--- config.mk ---
export PLATFORM = sky130hd
export DESIGN_NAME = breakpoint_table_manager
export DESIGN_NICKNAME = d
export VERILOG_FILES = /design/src/hw/rtl/bptm_pkg.sv /design/src/hw/rtl/bptm_table.sv /design/src/hw/rtl/bptm_ctrl.sv /design/src/hw/rtl/breakpoint_table_manager.sv
export VERILOG_INCLUDE_DIRS = /design/src /design/src/hw/rtl
export SDC_FILE = /design/constraint.sdc
export NUM_CORES = 1
export LEC_CHECK = 0
export BUFFER_PORTS_ARGS = -buffer_cell sky130_fd_sc_hd__buf_2
export CAP_MARGIN = 15
export CORE_AREA = 2 2 351 353
export CTS_CLUSTER_DIAMETER = 50
export DETAILED_ROUTE_END_ITERATION = 16
export DIE_AREA = 0 0 353 355
export GPL_ROUTABILITY_DRIVEN = 0
export GPL_TIMING_DRIVEN = 0
export REMOVE_ABC_BUFFERS = 1
export SETUP_SLACK_MARGIN = 0.1
export SLEW_MARGIN = 10
export SYNTH_ARGS = -nofsm -noshare
export SYNTH_HDL_FRONTEND = slang
export SYNTH_SLANG_ARGS = --single-unit
export TNS_END_PERCENT = 10
--- constraint.sdc ---
create_clock -name aclk -period 8.14 [get_ports aclk]
set_input_delay 0 -clock aclk [delete_from_list [all_inputs] [get_ports aclk]]
set_output_delay 0 -clock aclk [all_outputs]
set_load 0.05 [all_outputs]
--- src/hw/rtl/breakpoint_table_manager_defines.svh ---
// assertion macros used by the breakpoint table controller rtl
`ifndef BREAKPOINT_TABLE_MANAGER_DEFINES_SVH
`define BREAKPOINT_TABLE_MANAGER_DEFINES_SVH

// antecedent implies consequent in the same cycle
`define BPTM_ASSERT_IMP(label, clk, rstn, ante, cons, msg) \
    label: assert property (@(posedge clk) disable iff (!(rstn)) (ante) |-> (cons)) \
        else $error(msg);

// antecedent implies consequent in the next cycle
`define BPTM_ASSERT_NXT(label, clk, rstn, ante, cons, msg) \
    label: assert property (@(posedge clk) disable iff (!(rstn)) (ante) |=> (cons)) \
        else $error(msg);

`endif

--- src/hw/rtl/bptm_pkg.sv ---
package bptm_pkg;

    // command codes
    localparam logic [2:0] KIND_ADD         = 3'd0;
    localparam logic [2:0] KIND_CLEAR_SLOT  = 3'd1;
    localparam logic [2:0] KIND_CLEAR_TEMP  = 3'd2;
    localparam logic [2:0] KIND_FIND        = 3'd3;
    localparam logic [2:0] KIND_HIDE_ALL    = 3'd4;
    localparam logic [2:0] KIND_REFRESH_ALL = 3'd5;
    localparam logic [2:0] KIND_CLEAR_ALL   = 3'd6;
    localparam logic [2:0] KIND_UNUSED      = 3'd7;

    // add status codes
    localparam logic [1:0] STATUS_OK         = 2'd0;
    localparam logic [1:0] STATUS_DUPLICATE  = 2'd1;
    localparam logic [1:0] STATUS_FULL       = 2'd2;
    localparam logic [1:0] STATUS_UNREADABLE = 2'd3;

    // flag bit positions and trap opcode
    localparam int unsigned FLAG_TMP = 0;
    localparam int unsigned FLAG_DIS = 1;
    localparam logic [7:0] TRAP_BYTE = 8'hCC;

    typedef struct packed {
        logic [2:0]  kind;
        logic [31:0] address;
        logic [7:0]  slot;
        logic [1:0]  attr_flags;
        logic        readable;
        logic [7:0]  current_byte;
    } in_item_t;

    typedef struct packed {
        logic        is_write;
        logic [31:0] write_address;
        logic [7:0]  write_data;
        logic [1:0]  status;
        logic        found;
        logic [3:0]  index;
        logic        last;
    } out_item_t;

    typedef struct packed {
        logic [31:0] address;
        logic [7:0]  saved_byte;
        logic [1:0]  flags;
    } entry_t;

endpackage

--- src/hw/rtl/bptm_table.sv ---
module bptm_table #(
    parameter int ENTRIES = 16,
    parameter int IDX_W   = 4
) (
    input  logic                aclk,
    input  logic                we,
    input  logic [IDX_W-1:0]    waddr,
    input  bptm_pkg::entry_t    wdata,
    input  logic                re,
    input  logic [IDX_W-1:0]    raddr,
    output bptm_pkg::entry_t    rdata
);

    bptm_pkg::entry_t mem [ENTRIES];
    bptm_pkg::entry_t rdata_reg;

    // one write port, one registered read port
    always_ff @(posedge aclk) begin
        if (we) begin
            mem[waddr] <= wdata;
        end
        if (re) begin
            rdata_reg <= mem[raddr];
        end
    end

    assign rdata = rdata_reg;

endmodule

--- src/hw/rtl/bptm_ctrl.sv ---
`include "breakpoint_table_manager_defines.svh"

module bptm_ctrl #(
    parameter int ENTRIES = 16,
    parameter int IDX_W   = 4
) (
    input  logic                 aclk,
    input  logic                 aresetn,
    input  logic                 s_valid,
    output logic                 s_ready,
    input  bptm_pkg::in_item_t   s_data,
    input  logic                 out_free,
    output logic                 out_push,
    output bptm_pkg::out_item_t  out_item,
    output logic                 tbl_we,
    output logic [IDX_W-1:0]     tbl_waddr,
    output bptm_pkg::entry_t     tbl_wdata,
    output logic                 tbl_re,
    output logic [IDX_W-1:0]     tbl_raddr,
    input  bptm_pkg::entry_t     tbl_rdata
);

    typedef enum logic [1:0] {
        ST_IDLE,
        ST_READ,
        ST_EVAL,
        ST_DONE
    } state_t;

    localparam logic [IDX_W-1:0] LAST_IDX = IDX_W'(ENTRIES - 1);

    state_t             state_reg, state_next;
    bptm_pkg::in_item_t cmd_reg, cmd_next;
    logic [IDX_W-1:0]   idx_reg, idx_next;
    logic               single_reg, single_next;
    logic [1:0]         status_reg, status_next;
    logic               found_reg, found_next;
    logic [3:0]         index_reg, index_next;
    logic [ENTRIES-1:0] occ_reg, occ_next;

    logic cur_occ;
    logic addr_match;
    logic emit;
    logic clr;
    logic stop;
    logic last_entry;
    logic in_range;
    logic we_legal;
    logic status_beat;

    // shared compare unit on the entry under evaluation
    assign cur_occ    = occ_reg[idx_reg];
    assign addr_match = cur_occ && (tbl_rdata.address == cmd_reg.address);
    assign last_entry = single_reg || (idx_reg == LAST_IDX);
    assign in_range   = (32'(s_data.slot) < ENTRIES);

    // per-entry decision for the current command
    always_comb begin
        emit = 1'b0;
        clr  = 1'b0;
        stop = 1'b0;
        case (cmd_reg.kind)
            bptm_pkg::KIND_ADD: begin
                stop = !cur_occ || addr_match;
            end
            bptm_pkg::KIND_FIND: begin
                stop = addr_match;
            end
            bptm_pkg::KIND_CLEAR_SLOT, bptm_pkg::KIND_CLEAR_ALL: begin
                emit = cur_occ;
                clr  = cur_occ;
            end
            bptm_pkg::KIND_CLEAR_TEMP: begin
                emit = cur_occ && tbl_rdata.flags[bptm_pkg::FLAG_TMP];
                clr  = emit;
            end
            bptm_pkg::KIND_HIDE_ALL: begin
                emit = cur_occ;
            end
            bptm_pkg::KIND_REFRESH_ALL: begin
                emit = cur_occ && !tbl_rdata.flags[bptm_pkg::FLAG_DIS];
            end
            default: begin
                emit = 1'b0;
            end
        endcase
    end

    // sequencer next state
    always_comb begin
        state_next  = state_reg;
        cmd_next    = cmd_reg;
        idx_next    = idx_reg;
        single_next = single_reg;
        status_next = status_reg;
        found_next  = found_reg;
        index_next  = index_reg;
        occ_next    = occ_reg;
        s_ready     = 1'b0;
        out_push    = 1'b0;
        out_item    = '0;
        tbl_we      = 1'b0;
        tbl_waddr   = idx_reg;
        tbl_wdata   = '{address: cmd_reg.address, saved_byte: cmd_reg.current_byte,
                        flags: cmd_reg.attr_flags};
        tbl_re      = 1'b0;
        tbl_raddr   = idx_reg;

        case (state_reg)
            ST_IDLE: begin
                s_ready = 1'b1;
                if (s_valid) begin
                    cmd_next    = s_data;
                    status_next = bptm_pkg::STATUS_OK;
                    found_next  = 1'b0;
                    index_next  = '0;
                    single_next = (s_data.kind == bptm_pkg::KIND_CLEAR_SLOT);
                    idx_next    = (s_data.kind == bptm_pkg::KIND_CLEAR_SLOT) ?
                                  s_data.slot[IDX_W-1:0] : '0;
                    if (s_data.kind == bptm_pkg::KIND_UNUSED ||
                        (s_data.kind == bptm_pkg::KIND_FIND && s_data.address == '0) ||
                        (s_data.kind == bptm_pkg::KIND_CLEAR_SLOT && !in_range)) begin
                        state_next = ST_DONE;
                    end else begin
                        state_next = ST_READ;
                    end
                end
            end
            ST_READ: begin
                tbl_re     = 1'b1;
                state_next = ST_EVAL;
            end
            ST_EVAL: begin
                // hold on this entry while a write beat cannot be taken
                if (!(emit && !out_free)) begin
                    if (emit) begin
                        out_push               = 1'b1;
                        out_item.is_write      = 1'b1;
                        out_item.write_address = tbl_rdata.address;
                        out_item.write_data    =
                            (cmd_reg.kind == bptm_pkg::KIND_REFRESH_ALL) ?
                            bptm_pkg::TRAP_BYTE : tbl_rdata.saved_byte;
                    end
                    if (clr) begin
                        occ_next[idx_reg] = 1'b0;
                    end
                    if (cmd_reg.kind == bptm_pkg::KIND_ADD) begin
                        if (addr_match) begin
                            status_next = bptm_pkg::STATUS_DUPLICATE;
                        end else if (!cur_occ) begin
                            if (!cmd_reg.readable) begin
                                status_next = bptm_pkg::STATUS_UNREADABLE;
                            end else if (cmd_reg.address != '0) begin
                                tbl_we            = 1'b1;
                                occ_next[idx_reg] = 1'b1;
                            end
                        end else if (last_entry) begin
                            status_next = bptm_pkg::STATUS_FULL;
                        end
                    end
                    if (cmd_reg.kind == bptm_pkg::KIND_FIND && addr_match) begin
                        found_next = 1'b1;
                        index_next = 4'(idx_reg);
                    end
                    if (stop || last_entry) begin
                        state_next = ST_DONE;
                    end else begin
                        // advance and prefetch the next entry
                        idx_next  = idx_reg + IDX_W'(1);
                        tbl_re    = 1'b1;
                        tbl_raddr = idx_reg + IDX_W'(1);
                    end
                end
            end
            ST_DONE: begin
                if (out_free) begin
                    out_push        = 1'b1;
                    out_item.status = status_reg;
                    out_item.found  = found_reg;
                    out_item.index  = index_reg;
                    out_item.last   = 1'b1;
                    state_next      = ST_IDLE;
                end
            end
            default: begin
                state_next = ST_IDLE;
            end
        endcase
    end

    // state, occupancy and command registers
    always_ff @(posedge aclk) begin
        cmd_reg    <= cmd_next;
        idx_reg    <= idx_next;
        single_reg <= single_next;
        status_reg <= status_next;
        found_reg  <= found_next;
        index_reg  <= index_next;
        if (!aresetn) begin
            state_reg <= ST_IDLE;
            occ_reg   <= '0;
        end else begin
            state_reg <= state_next;
            occ_reg   <= occ_next;
        end
    end

    // terms for the checks below
    assign we_legal    = (cmd_reg.kind == bptm_pkg::KIND_ADD) && cmd_reg.readable &&
                         (state_reg == ST_EVAL);
    assign status_beat = out_push && out_item.last;

    `BPTM_ASSERT_IMP(a_push_free, aclk, aresetn, out_push, out_free, "beat pushed into busy output")
    `BPTM_ASSERT_IMP(a_we_add, aclk, aresetn, tbl_we, we_legal, "table write outside add")
    `BPTM_ASSERT_NXT(a_last_idle, aclk, aresetn, status_beat, s_ready, "not idle after status")

endmodule

--- src/hw/rtl/breakpoint_table_manager.sv ---
// Breakpoint table manager: a table of ENTRIES software breakpoints.
// Input channel s_valid/s_ready/s_data carries one command beat (add, clear
// slot, clear temporaries, find, hide all, refresh all, clear all).
// Result channel m_valid/m_ready/m_data returns zero or more memory write
// beats (is_write set) followed by exactly one status beat with last set.
// s_ready is high only while the sequencer is idle; one command is handled
// at a time by a single compare unit that walks the entry memory.
// Steps: take the command while idle, read the first table entry, then
// decide each entry visited (up to ENTRIES) while prefetching the next
// entry, then push the status beat. A full scan visits every entry;
// add and find stop early.
// Each result goes into a single output register; while the receiver stalls
// the walk holds on the entry whose write beat is waiting.
// Reset clears the occupancy bits, so the table starts empty
// and the block is ready right after reset.
module breakpoint_table_manager #(
    parameter int ENTRIES = 16
) (
    input  logic                 aclk,
    input  logic                 aresetn,
    input  logic                 s_valid,
    output logic                 s_ready,
    input  bptm_pkg::in_item_t   s_data,
    output logic                 m_valid,
    input  logic                 m_ready,
    output bptm_pkg::out_item_t  m_data
);

    localparam int IDX_W = (ENTRIES > 1) ? $clog2(ENTRIES) : 1;

    logic                m_valid_reg;
    bptm_pkg::out_item_t m_data_reg;
    logic                out_free;
    logic                out_push;
    bptm_pkg::out_item_t out_item;
    logic                tbl_we;
    logic [IDX_W-1:0]    tbl_waddr;
    bptm_pkg::entry_t    tbl_wdata;
    logic                tbl_re;
    logic [IDX_W-1:0]    tbl_raddr;
    bptm_pkg::entry_t    tbl_rdata;

    bptm_table #(
        .ENTRIES (ENTRIES),
        .IDX_W   (IDX_W)
    ) u_table (
        .aclk  (aclk),
        .we    (tbl_we),
        .waddr (tbl_waddr),
        .wdata (tbl_wdata),
        .re    (tbl_re),
        .raddr (tbl_raddr),
        .rdata (tbl_rdata)
    );

    bptm_ctrl #(
        .ENTRIES (ENTRIES),
        .IDX_W   (IDX_W)
    ) u_ctrl (
        .aclk      (aclk),
        .aresetn   (aresetn),
        .s_valid   (s_valid),
        .s_ready   (s_ready),
        .s_data    (s_data),
        .out_free  (out_free),
        .out_push  (out_push),
        .out_item  (out_item),
        .tbl_we    (tbl_we),
        .tbl_waddr (tbl_waddr),
        .tbl_wdata (tbl_wdata),
        .tbl_re    (tbl_re),
        .tbl_raddr (tbl_raddr),
        .tbl_rdata (tbl_rdata)
    );

    // output register, free when empty or being drained
    assign out_free = !m_valid_reg || m_ready;

    always_ff @(posedge aclk) begin
        if (out_push) begin
            m_data_reg <= out_item;
        end
        if (!aresetn) begin
            m_valid_reg <= 1'b0;
        end else if (out_push) begin
            m_valid_reg <= 1'b1;
        end else if (m_ready) begin
            m_valid_reg <= 1'b0;
        end
    end

    assign m_valid = m_valid_reg;
    assign m_data  = m_data_reg;

endmodule

==> flow_summary.yaml <==
logic_synthesis:
  synth_edf_count: 821
  avgSynthCellArea_um2: 15.0
  synth_compound_area_share_pct: 14.2
  synth-simple-area-share_pct: 6.94
  synthArstFlopShare_pct: 0
  yosysTopAreaCellShare_pct: 66.0
  synth_flop_cell: "edfxtp_1"
  synth.largest_area_cell: "edfxtp_1"
  seq_area_frac_synth_pct: 67.0
  ys_types: 71
  yosys_warnings: 0
  synth-seq-cells: 840
  synth_top_family_by_area: "compound AO/OA/AOI/OAI gates"
  yosys-mux-area-fraction_pct: 7.98
  synthXorXnorAreaFrac_pct: 0.821
  yosys-top-cells-area: "edfxtp_1, mux4_2, a2bb2oi_1"
  netlist_area_um2: 37300
  synthAdderAreaFrac_pct: 0.268
  synth_cells: 2484
grt:
  grt_max_degree: 89
  grt_antenna_before_repair: 4
  grt_usage_pct: 18.7
  grt_first_pass_wirelength_um: 173000
  gr-total-overflow: 0
  grt_pass1_vias: 24300
timing:
  period_needed_ps: 6840
  rsz0062_at_grt: "no"
  max_slew.worst_pin.slew_ps: 1210
  fin_ws_ps: 1300
  fin_crit_sh_pct: 84.0
  fin_setup_tns_ps: 0
  slew_headroom_pct: 19.0
  fmax_mhz: 146
  drv_slew: 0
  hold_viol: 0
  finClkSkew_ps: 23.3
  setup_viol_count_final: 0
power_and_ir_drop:
  ir_worst_vdd_mv: 0.222
  power.density_nw_per_um2: 344
  p_leak_uw: 0.0144
floorplan:
  fp.dieH_um: 355
  die_area_um2: 125000
  core_um2: 121000
  pin_count: 109
  num_rows: 128
  die_w_um: 353
  start_util_pct: 30.8
drt:
  ant_nets: 0
  drt_iter0_markers: 3283
  route.detailed.drc: 0
  drt-vias-per-instance: 5.79
  wl_um: 121000
  drt-wirelength-per-cell_um: 28.0
  via_count: 25100
  drtPass1Iterations: 8
clock_network:
  cts_resized: 0
  cts-htree-levels: 3
  cts_buffers: 87
  clk_pin_slew_ps: 60
  cts_sinks: 840
  clk_latency_ps: 660
  cts-root-buf: "clkbuf_16"
  ctsLongestPathBuffers: 3
  cts_tree: "built"
setup_path:
  worstPathMaxFanout: 27
  startpoint_type: "flop"
  cp-end-kind: "flop"
  critPathTopFamily: "simple AND/OR/NAND/NOR gates"
  cp_num_buf_inv: 2
  crit_chain: "xor2_1 -> nor4_1 -> nand4_1 -> o22a_2 -> o311ai_4 -> buf_16 -> buf_8 -> or4_1 -> nand2_2 -> o2111a_1 -> or4_1"
  cpPeakStageDelay_ps: 930
  crit_type: "flop to flop"
  slowest_stage: "or4_1"
  crit_path_frequent_cell: "or4_1"
  required_ps: 8530
  arrival_ps: 7230
place:
  dp_hpwl_um: 75300
  portBuffers: 108
  dp_slack_ps: 1560
layout:
  fin_util_pct: 36.8
  final_common_cell: "edfxtp_1"
  nets: 2700
  final_cell_mix: "edfxtp_1, nor2_1, a2bb2oi_1, buf_2"
  layout-drive-gt1-share_pct: 20.0
  syn_to_final_growth_pct: 19.8
  largest_reg_flops: 672
  fill_cells: 11400
job:
  cap_violations: 0
hold_path:
  min_path_type: "input port to flop"
outcome:
  status: "complete, no violations"
layer usage:
| layer | vias up | share of wire, % | track usage, % | routed length (um) |
|---|---|---|---|---|
| met3 | 224 | 11 | 4.48 | 13700 |
| met2 | 1543 | 44 | 28.5 | 53400 |
| met4 | 4 | 2.7 | 5.22 | 3270 |
| li1 | 10400 | - | - | - |
| met5 | - | 0.021 | 0 | 26 |
| met1 | 12900 | 42 | 26.7 | 50800 |
report_power, final:
group	switching [uW]	internal, uW	total [uW]	leakage [uW]
Clock	1720	2290	4010	0.00138
Combinational	3380	2170	5550	0.00548
Sequential	489	5340	5830	0.00759
synth_stat cells, types with 46 or more instances:
master and count:
o221ai_1 82, clkbuf_1 131, nor4_1 57, mux4_2 87, o21bai_1 83, mux2i_1 53, a21oi_1 52, o22ai_1 68
o211ai_1 57, and2_1 56, a2bb2oi_1 108, o21ai_0 90, edfxtp_1 821, nand3_1 46, nor2_1 160
worst paths after layout:
check | from | end | slack (ps) | cells after the start
setup / recovery | u_ctrl.tbl_wdata[16] | u_table.rdata[40] | 1300 | 11
hold reg to reg | u_ctrl.occ_reg[3] | u_ctrl.occ_reg[3] | 520 | 2
setup reg to reg | u_ctrl.tbl_wdata[16] | u_table.rdata[40] | 1300 | 11
hold / removal | s_data[0] | u_ctrl.tbl_wdata[2] | 50 | 2
through the flow:
stage / cell area, um2 / power, uW / hold WS, ps / instances
2_1_floorplan: 36400 / 8940 / 98.9 / 2276
3_3_place_gp: 39000 / 11000 / 181 / 4009
3_5_place_dp: 41300 / 11300 / 179 / 4116
4_1_cts: 44700 / 15400 / 18.8 / 4329
5_1_grt: 44700 / 15900 / 45.5 / 4329
6_report: 44700 / 15400 / 54.3 / 4331
repair_timing:
action                                 in CTS  in global routing
endpoints found under the hold margin      89                  0
buffers inserted                            0                  0
hold buffers                               54                  0
cells by family (layout without fill, tap and decap cells):
group,after synthesis,count (layout)
AOI/OAI and AO/OA,704,704
xor gates and xnor gates,35,35
adders and majority gates,8,8
buffers and inverters,233,453
DFF,840,840
muxes,183,183
other,0,2
and+or+nand+nor,481,481
final cells by class:
| cell class | instances | area [um2] | share of cell area (%) |
|---|---|---|---|
| antenna | 2 | 5.00 | 0.0112 |
| clock buffer | 103 | 2300 | 5.15 |
| clock inverter | 56 | 531 | 1.19 |
| inverter | 25 | 103 | 0.229 |
| multi-input combinational | 1411 | 11500 | 25.7 |
| sequential | 840 | 25000 | 56.0 |
| tap | 1625 | 2030 | 4.55 |
| timing repair buffer | 269 | 3200 | 7.16 |
worst reg2reg max path, cell delays in order (launching register included):
cell and delay [ps]:
edfxtp_1 890, xor2_1 260, nor4_1 730, nand4_1 480, o22a_2 400, o311ai_4 640
buf_16 240, buf_8 170, or4_1 930, nand2_2 920, o2111a_1 400, or4_1 490
(Power assumes the default switching activity.)
